### src/rtl/gtes_pkg.sv
// Shared types, constants and the month table for the GPS time sync gate.
// No dependencies; imported by every module of the block.
package gtes_pkg;

   localparam logic [31:0] EPOCH_2000_OFFSET = 32'd946684800;
   localparam logic [16:0] SECS_PER_DAY      = 17'd86400;
   localparam logic [31:0] NO_FIX_AGE        = 32'hFFFF_FFFF;
   localparam logic [11:0] BASE_YEAR         = 12'd2000;

   localparam logic [15:0] MAX_FIX_AGE_RESET = 16'd1100;
   localparam logic [31:0] RESYNC_RESET      = 32'd3600;

   localparam logic REG_MAX_FIX_AGE = 1'b0;
   localparam logic REG_RESYNC      = 1'b1;

   localparam int IN_DATA_W  = 72;
   localparam int OUT_DATA_W = 72;

   typedef struct packed {
      logic [11:0] year;
      logic [3:0]  month;
      logic [4:0]  day;
      logic [4:0]  hour;
      logic [5:0]  minute;
      logic [5:0]  second;
      logic [31:0] fix_age_ms;
   } gps_fix_type;

   typedef struct packed {
      logic [15:0] max_fix_age_ms;
      logic [31:0] resync_interval_s;
   } cfg_type;

   // Days before the first of the month in a common year; out-of-range months clamp.
   function automatic logic [8:0] days_before_month(input logic [3:0] month);
      logic [8:0] days;
      case (month)
         4'd0, 4'd1: days = 9'd0;
         4'd2:       days = 9'd31;
         4'd3:       days = 9'd59;
         4'd4:       days = 9'd90;
         4'd5:       days = 9'd120;
         4'd6:       days = 9'd151;
         4'd7:       days = 9'd181;
         4'd8:       days = 9'd212;
         4'd9:       days = 9'd243;
         4'd10:      days = 9'd273;
         4'd11:      days = 9'd304;
         default:    days = 9'd334;
      endcase
      return days;
   endfunction

endpackage

### src/rtl/gtes_csr.sv
// APB-style register file holding the fix age limit and the resync interval.
// Depends on gtes_pkg.
module gtes_csr (
   input  logic                clock,
   input  logic                reset,
   input  logic                csr_psel,
   input  logic                csr_penable,
   input  logic                csr_pwrite,
   input  logic [2:0]          csr_paddr,
   input  logic [31:0]         csr_pwdata,
   output logic [31:0]         csr_prdata,
   output logic                csr_pready,
   output gtes_pkg::cfg_type   cfg
);
   import gtes_pkg::*;

   logic [15:0] max_age_ff;
   logic [31:0] resync_ff;
   logic        wr_en;

   assign wr_en      = csr_psel && csr_penable && csr_pwrite;
   assign csr_pready = 1'b1;

   always_ff @(posedge clock) begin
      if (reset) begin
         max_age_ff <= MAX_FIX_AGE_RESET;
         resync_ff  <= RESYNC_RESET;
      end else if (wr_en) begin
         if (csr_paddr[2] == REG_MAX_FIX_AGE) begin
            max_age_ff <= csr_pwdata[15:0];
         end else begin
            resync_ff <= csr_pwdata;
         end
      end
   end

   always_comb begin
      if (csr_paddr[2] == REG_RESYNC) begin
         csr_prdata = resync_ff;
      end else begin
         csr_prdata = {16'd0, max_age_ff};
      end
   end

   assign cfg.max_fix_age_ms    = max_age_ff;
   assign cfg.resync_interval_s = resync_ff;

endmodule

### src/rtl/gtes_unix_calc.sv
// Converts one GPS calendar fix into Unix seconds and judges the fix age.
// Depends on gtes_pkg.
module gtes_unix_calc (
   input  gtes_pkg::gps_fix_type fix,
   input  logic [15:0]           max_fix_age_ms,
   output logic                  fix_ok,
   output logic                  fix_young,
   output logic [31:0]           unix_seconds
);
   import gtes_pkg::*;

   logic [11:0] yr;
   logic [31:0] y32;
   logic [31:0] y_days;
   logic [31:0] leap_days;
   logic        leap_now;
   logic [31:0] days;
   logic [31:0] day_secs;
   logic [31:0] tod_secs;

   assign yr        = (fix.year >= BASE_YEAR) ? (fix.year - BASE_YEAR) : fix.year;
   assign y32       = {20'd0, yr};
   assign y_days    = (y32 << 8) + (y32 << 6) + (y32 << 5) + (y32 << 3) + (y32 << 2) + y32;
   assign leap_days = {21'd0, 11'((13'(yr) + 13'd3) >> 2)};
   assign leap_now  = (fix.month > 4'd2) && (yr[1:0] == 2'b00);

   assign days = {27'd0, fix.day} + {23'd0, days_before_month(fix.month)}
               + {31'd0, leap_now} + y_days + leap_days - 32'd1;

   assign day_secs = 32'(days * {15'd0, SECS_PER_DAY});
   assign tod_secs = 32'({27'd0, fix.hour} * 32'd3600) + 32'({26'd0, fix.minute} * 32'd60)
                   + {26'd0, fix.second};

   assign fix_ok       = (fix.fix_age_ms != NO_FIX_AGE);
   assign fix_young    = (fix.fix_age_ms < {16'd0, max_fix_age_ms});
   assign unix_seconds = fix_ok ? (EPOCH_2000_OFFSET + day_secs + tod_secs) : 32'd0;

endmodule

### src/rtl/gps_time_to_epoch_sync_gate.sv
// GPS fix to Unix time converter with a real-time clock write gate.
// An accepted request passes the input, conversion and result registers, which form a
// stallable three-stage pipeline, and is presented on rsp from the result register.
// Throughput: one request per cycle while rsp_tready does not stall the pipeline. The
// sync state loop closes in the last stage. Synchronous reset empties the pipeline,
// clears the sync state to zero and loads the register defaults.
module gps_time_to_epoch_sync_gate (
   input  logic                           clock,
   input  logic                           reset,
   input  logic                           req_tvalid,
   output logic                           req_tready,
   // year, month, day, hour, minute, second, fix_age_ms, zero fill
   input  logic [gtes_pkg::IN_DATA_W-1:0]  req_tdata,
   output logic                           rsp_tvalid,
   input  logic                           rsp_tready,
   // unix_seconds, since_last_sync, write_clock, zero fill
   output logic [gtes_pkg::OUT_DATA_W-1:0] rsp_tdata,
   // fix_ok
   output logic [0:0]                     rsp_tuser,
   input  logic                           csr_psel,
   input  logic                           csr_penable,
   input  logic                           csr_pwrite,
   input  logic [2:0]                     csr_paddr,
   input  logic [31:0]                    csr_pwdata,
   output logic [31:0]                    csr_prdata,
   output logic                           csr_pready
);
   import gtes_pkg::*;

   cfg_type     cfg;
   gps_fix_type req_fix;
   gps_fix_type in_fix_ff;
   logic        in_v_ff;
   logic        mid_v_ff, mid_ok_ff, mid_young_ff;
   logic [31:0] mid_unix_ff;
   logic        out_v_ff, out_ok_ff, out_write_ff;
   logic [31:0] out_unix_ff, out_diff_ff;
   logic [31:0] last_sync_ff, held_ff;
   logic        calc_ok, calc_young;
   logic [31:0] calc_unix;
   logic        ready_out, ready_mid;
   logic        out_load;
   logic [31:0] diff_in, last_sync_in, held_in;
   logic        write_in;

   gtes_csr u_csr (
      .clock       (clock),
      .reset       (reset),
      .csr_psel    (csr_psel),
      .csr_penable (csr_penable),
      .csr_pwrite  (csr_pwrite),
      .csr_paddr   (csr_paddr),
      .csr_pwdata  (csr_pwdata),
      .csr_prdata  (csr_prdata),
      .csr_pready  (csr_pready),
      .cfg         (cfg)
   );

   assign req_fix.year       = req_tdata[11:0];
   assign req_fix.month      = req_tdata[15:12];
   assign req_fix.day        = req_tdata[20:16];
   assign req_fix.hour       = req_tdata[25:21];
   assign req_fix.minute     = req_tdata[31:26];
   assign req_fix.second     = req_tdata[37:32];
   assign req_fix.fix_age_ms = req_tdata[69:38];

   gtes_unix_calc u_calc (
      .fix            (in_fix_ff),
      .max_fix_age_ms (cfg.max_fix_age_ms),
      .fix_ok         (calc_ok),
      .fix_young      (calc_young),
      .unix_seconds   (calc_unix)
   );

   assign ready_out  = !out_v_ff || rsp_tready;
   assign ready_mid  = !mid_v_ff || ready_out;
   assign req_tready = !in_v_ff || ready_mid;
   assign out_load   = mid_v_ff && ready_out;

   always_comb begin
      diff_in      = mid_unix_ff - last_sync_ff;
      write_in     = 1'b0;
      last_sync_in = last_sync_ff;
      held_in      = held_ff;
      if (mid_ok_ff) begin
         held_in  = diff_in;
         write_in = mid_young_ff && (diff_in > cfg.resync_interval_s);
         if (write_in) begin
            last_sync_in = mid_unix_ff;
         end
      end
   end

   always_ff @(posedge clock) begin
      if (reset) begin
         in_v_ff      <= 1'b0;
         mid_v_ff     <= 1'b0;
         out_v_ff     <= 1'b0;
         last_sync_ff <= 32'd0;
         held_ff      <= 32'd0;
      end else begin
         if (req_tready) begin
            in_v_ff <= req_tvalid;
         end
         if (ready_mid) begin
            mid_v_ff <= in_v_ff;
         end
         if (ready_out) begin
            out_v_ff <= mid_v_ff;
         end
         if (out_load) begin
            last_sync_ff <= last_sync_in;
            held_ff      <= held_in;
         end
      end
   end

   always_ff @(posedge clock) begin
      if (req_tready && req_tvalid) begin
         in_fix_ff <= req_fix;
      end
      if (ready_mid && in_v_ff) begin
         mid_ok_ff    <= calc_ok;
         mid_young_ff <= calc_young;
         mid_unix_ff  <= calc_unix;
      end
      if (out_load) begin
         out_ok_ff    <= mid_ok_ff;
         out_unix_ff  <= mid_unix_ff;
         out_diff_ff  <= held_in;
         out_write_ff <= write_in;
      end
   end

   assign rsp_tvalid = out_v_ff;
   assign rsp_tdata  = {7'd0, out_write_ff, out_diff_ff, out_unix_ff};
   assign rsp_tuser  = out_ok_ff;

   a_write_needs_fix : assert property (@(posedge clock) disable iff (reset)
      out_v_ff && out_write_ff |-> out_ok_ff)
      else $error("clock write flagged without a valid fix");

   a_no_fix_zero_time : assert property (@(posedge clock) disable iff (reset)
      out_v_ff && !out_ok_ff |-> (out_unix_ff == 32'd0) && !out_write_ff)
      else $error("invalid fix carries a non-zero time or a write");

   a_sync_matches_write : assert property (@(posedge clock) disable iff (reset)
      out_v_ff && out_write_ff |-> (last_sync_ff == out_unix_ff))
      else $error("stored sync time differs from the written time");

   a_sync_changes_on_write : assert property (@(posedge clock) disable iff (reset)
      !$stable(last_sync_ff) |-> $past(reset) || $past(out_load && write_in))
      else $error("sync time changed without a clock write");

endmodule
### config.mk
export PLATFORM = sky130hd
export DESIGN_NAME = gps_time_to_epoch_sync_gate
export DESIGN_NICKNAME = d
export VERILOG_FILES = /design/src/rtl/gtes_pkg.sv /design/src/rtl/gtes_csr.sv /design/src/rtl/gtes_unix_calc.sv /design/src/rtl/gps_time_to_epoch_sync_gate.sv
export SDC_FILE = /design/constraint.sdc
export NUM_CORES = 1
export LEC_CHECK = 0
export BUFFER_PORTS_ARGS = -buffer_cell sky130_fd_sc_hd__buf_2
export CAP_MARGIN = 40
export CORE_ASPECT_RATIO = 0.5
export CORE_MARGIN = 2
export CORE_UTILIZATION = 50
export CTS_BUF_LIST = sky130_fd_sc_hd__clkbuf_4
export DETAILED_ROUTE_END_ITERATION = 10
export GPL_TIMING_DRIVEN = 0
export HOLD_SLACK_MARGIN = 0.03
export PLACE_DENSITY_LB_ADDON = 0.25
export SETUP_SLACK_MARGIN = 0.15
export SLEW_MARGIN = 20
export SYNTH_ARGS = -nofsm -noshare
export SYNTH_HDL_FRONTEND = slang
export SYNTH_SLANG_ARGS = --single-unit
### constraint.sdc
create_clock -name clock -period 15.4 [get_ports clock]
set_input_delay 2.31 -clock clock [delete_from_list [all_inputs] [get_ports clock]]
set_output_delay 2.31 -clock clock [all_outputs]
set_load 0.01 [all_outputs]
==> results_dict.tcl <==
set metrics [dict create \
    setup.worst_path.end_class "flop" \
    drc 0 \
    synth-seq-area-share_pct 33.3 \
    crit_family "adder cells" \
    rows 55 \
    layout-drive-gt1-share_pct 15.0 \
    grt_max_degree 51 \
    instances_no_fill 3281 \
    rsz0062_at_grt "no" \
    syn-cell-area_um2 22800 \
    start_util_pct 50.5 \
    global_route.usage.met2_pct 36.0 \
    final_antenna_net_count 0 \
    synth_cell_types 78 \
    r2r_end "mid_unix_ff[31]" \
    min_path_cells 2 \
    cp.required_ns 15.90 \
    cts_root_buf "clkbuf_4" \
    areaGrowthSynthToFinish_pct 12.9 \
    wl_per_cell_um 15.2 \
    ioPinCount 222 \
    netlist_instances 2331 \
    hold_class "flop to flop" \
    port_buffers 207 \
    crit_slowest_cell "edfxtp_1" \
    grt_pass1_vias 16300 \
    gr-total-overflow 0 \
    synth_flop_cell "edfxtp_1" \
    antenna_found_initial 1 \
    path_max_fanout 7 \
    setup-tns-final_ns 0 \
    drt_iter0_markers 700 \
    post-route-period-util_pct 80.4 \
    clock_latency_ns 0.78 \
    grt_usage_pct 21.1 \
    via_count 16600 \
    arrival_ns 12.88 \
    ys_ff_latch 294 \
    nets 3173 \
    place_hpwl_um 41000 \
    placed_cells 3147 \
    grt_first_pass_wirelength_um 80500 \
    cts_made_buffers 72 \
    drt_pass1_iterations 5 \
    cap_viol_max_count 0 \
    core_um2 45100 \
    whs_ns 0.454 \
    htree_levels 3 \
    die_w_um 306 \
    fin_skew_ns 0.0864 \
    max-slew-margin-rel_pct 50.2 \
    critPathLaunchType "flop" \
    critPathMostFrequentCell "inv_1" \
    avgViaCountPerCell 5.07 \
    path_buf_inv 8 \
    cts_resized 0 \
    wirelength_um 50000 \
    final_util_pct 57.0 \
    postSynthAreaPerCell_um2 9.76 \
    setup_viol 0 \
    status "complete, no violations" \
    timing.rr.start "in_fix_ff[61]" \
    grt_util_met3_pct 3.39 \
    clock_path_buffers 3 \
    max_freq_mhz 80.8 \
    n_fill_cell 3993 \
    cpPeakStageDelay_ns 0.56 \
    postCtsHoldBufs 0 \
    grtUsageMet1_pct 28.3 \
    busiest_layer "met2" \
    cts.clk_slew.worst_paths_ns 0.08 \
    r2r_cells 49 \
    crit_end "mid_unix_ff[31]" \
    synth_edf_count 170 \
    cts_setup_buffers 0 \
    gp_congestion 0.890 \
    cp-startpoint "in_fix_ff[61]" \
    multi_input_area_um2 13600 \
    fin_crit_ns 12.38 \
    die_h_um 155 \
    slew_viol_final 0 \
    cts_tree "done" \
    path_depth 49 \
    finalHoldViolations 0 \
    worst-slew-pin-transition_ns 0.726 \
    seqCellArea_um2 7590 \
    cts_sinks 294 \
    ys_warn_count 0 \
    crit_type "flop to flop" \
    die-area_um2 47300 \
    async_reset_ff_share_pct 0 \
    r2r_slack_ns 3.02 \
]
-- synthesized netlist by cell type (4+ instances only) --
library cell | instances | share of area (%)
inv_1 | 354 | 5.8
ha_1 | 329 | 18
nand2_1 | 201 | 3.3
a21oi_1 | 179 | 3.9
edfxtp_1 | 170 | 22
nor2_1 | 160 | 2.6
dfxtp_1 | 124 | 11
xnor2_1 | 108 | 4.2
fa_1 | 106 | 9.3
a21o_1 | 68 | 2.2
o21ai_0 | 56 | 1.2
xor2_1 | 50 | 1.9
clkbuf_1 | 38 | 0.63
mux2i_1 | 37 | 1.6
mux2_2 | 34 | 1.7
nand3_1 | 28 | 0.62
nand4_1 | 25 | 0.69
nor2b_1 | 25 | 0.69
nor3_1 | 24 | 0.53
o21bai_1 | 23 | 0.76
o21a_1 | 21 | 0.69
nand2b_1 | 15 | 0.41
o21ai_1 | 15 | 0.33
a211o_1 | 11 | 0.42
buf_4 | 9 | 0.30
or3_1 | 9 | 0.25
a211oi_1 | 7 | 0.23
nor4_1 | 7 | 0.19
a31oi_1 | 6 | 0.16
and2_1 | 6 | 0.16
and3_1 | 6 | 0.16
o211ai_1 | 6 | 0.20
nor3b_1 | 4 | 0.13
o2111ai_1 | 4 | 0.15
o31ai_1 | 4 | 0.13
-- state kept, by name, indices dropped and copies added (netlist names), 16 cells and up, named ones only --
register	count
u_csr.max_age_ff	16
in_fix_ff	70
out_unix_ff	32
out_diff_ff	32
mid_unix_ff	32
u_csr.resync_ff	32
last_sync_ff	32
held_ff	32
-- worst min-delay path by stage --
stage	start	to	slack (ns)
2_1_floorplan	mid_ok_ff	rsp_tuser	0.42
5_1_grt	held_ff[25]	held_ff[25]	0.47
6_report	held_ff[23]	held_ff[23]	0.45
3_3_place_gp	held_ff[4]	held_ff[4]	0.44
4_1_cts	held_ff[27]	held_ff[27]	0.45
3_5_place_dp	held_ff[27]	held_ff[27]	0.44
-- stage by stage --
| step | cell area (um^2) | setup WS, ns |
|---|---|---|
| global placement | 24600 | 2.64 |
| floorplan | 22800 | 3.90 |
| finish | 25700 | 3.02 |
| CTS | 25700 | 2.91 |
| global route | 25700 | 2.16 |
| detailed placement | 24700 | 2.92 |
-- cells in the final DEF (no fill, tap or decap), types with 34 or more instances in the layout --
master	instances
dfxtp_1	124
a21oi_1	179
edfxtp_1	170
mux2i_1	37
ha_1	329
buf_2	210
o21ai_0	56
nand2_1	201
clkbuf_4	108
fa_1	106
xor2_1	50
clkbuf_1	37
xnor2_1	108
inv_1	353
mux2_2	34
a21o_1	68
nor2_1	160
-- per-layer routing --
metal / part of all wire (%) / wire length (um) / vias up
met3: 3.8 / 1880 / 66
met5: 0 / 0 / -
met4: 1.5 / 744 / 0
met2: 48 / 23700 / 278
li1: - / - / 8498
met1: 47 / 23600 / 7804
-- layout make-up --
class                      instances  area share (%)
timing repair buffer             213            4.41
multi-input combinational       1632            52.9
clock buffer                     106            3.10
sequential                       294            29.5
antenna                            4          0.0390
tap                              598            2.91
buffer                            56            1.08
clock inverter                    23           0.808
inverter                         355            5.20
-- kinds of logic after synthesis --
group / count (synthesis) / synth area share, %
AND/OR/NAND/NOR: 523 / 10.3
adder cells (fa/ha/maj): 435 / 27.4
AO/OA/AOI/OAI: 433 / 12.2
buffers and inverters: 411 / 7.05
flip-flops: 294 / 33.3
XOR/XNOR: 161 / 6.35
multiplexers: 72 / 3.38
other: 2 / 0.0330
-- worst min-delay path: stages (launching register included) --
cell and delay (ns):
dfxtp_1 0.31, nand2_1 0.05, a21oi_1 0.05
Power is left out: the tool's default activity adds up to more than one toggle a clock period on the data nets, which glitch-free logic cannot reach.
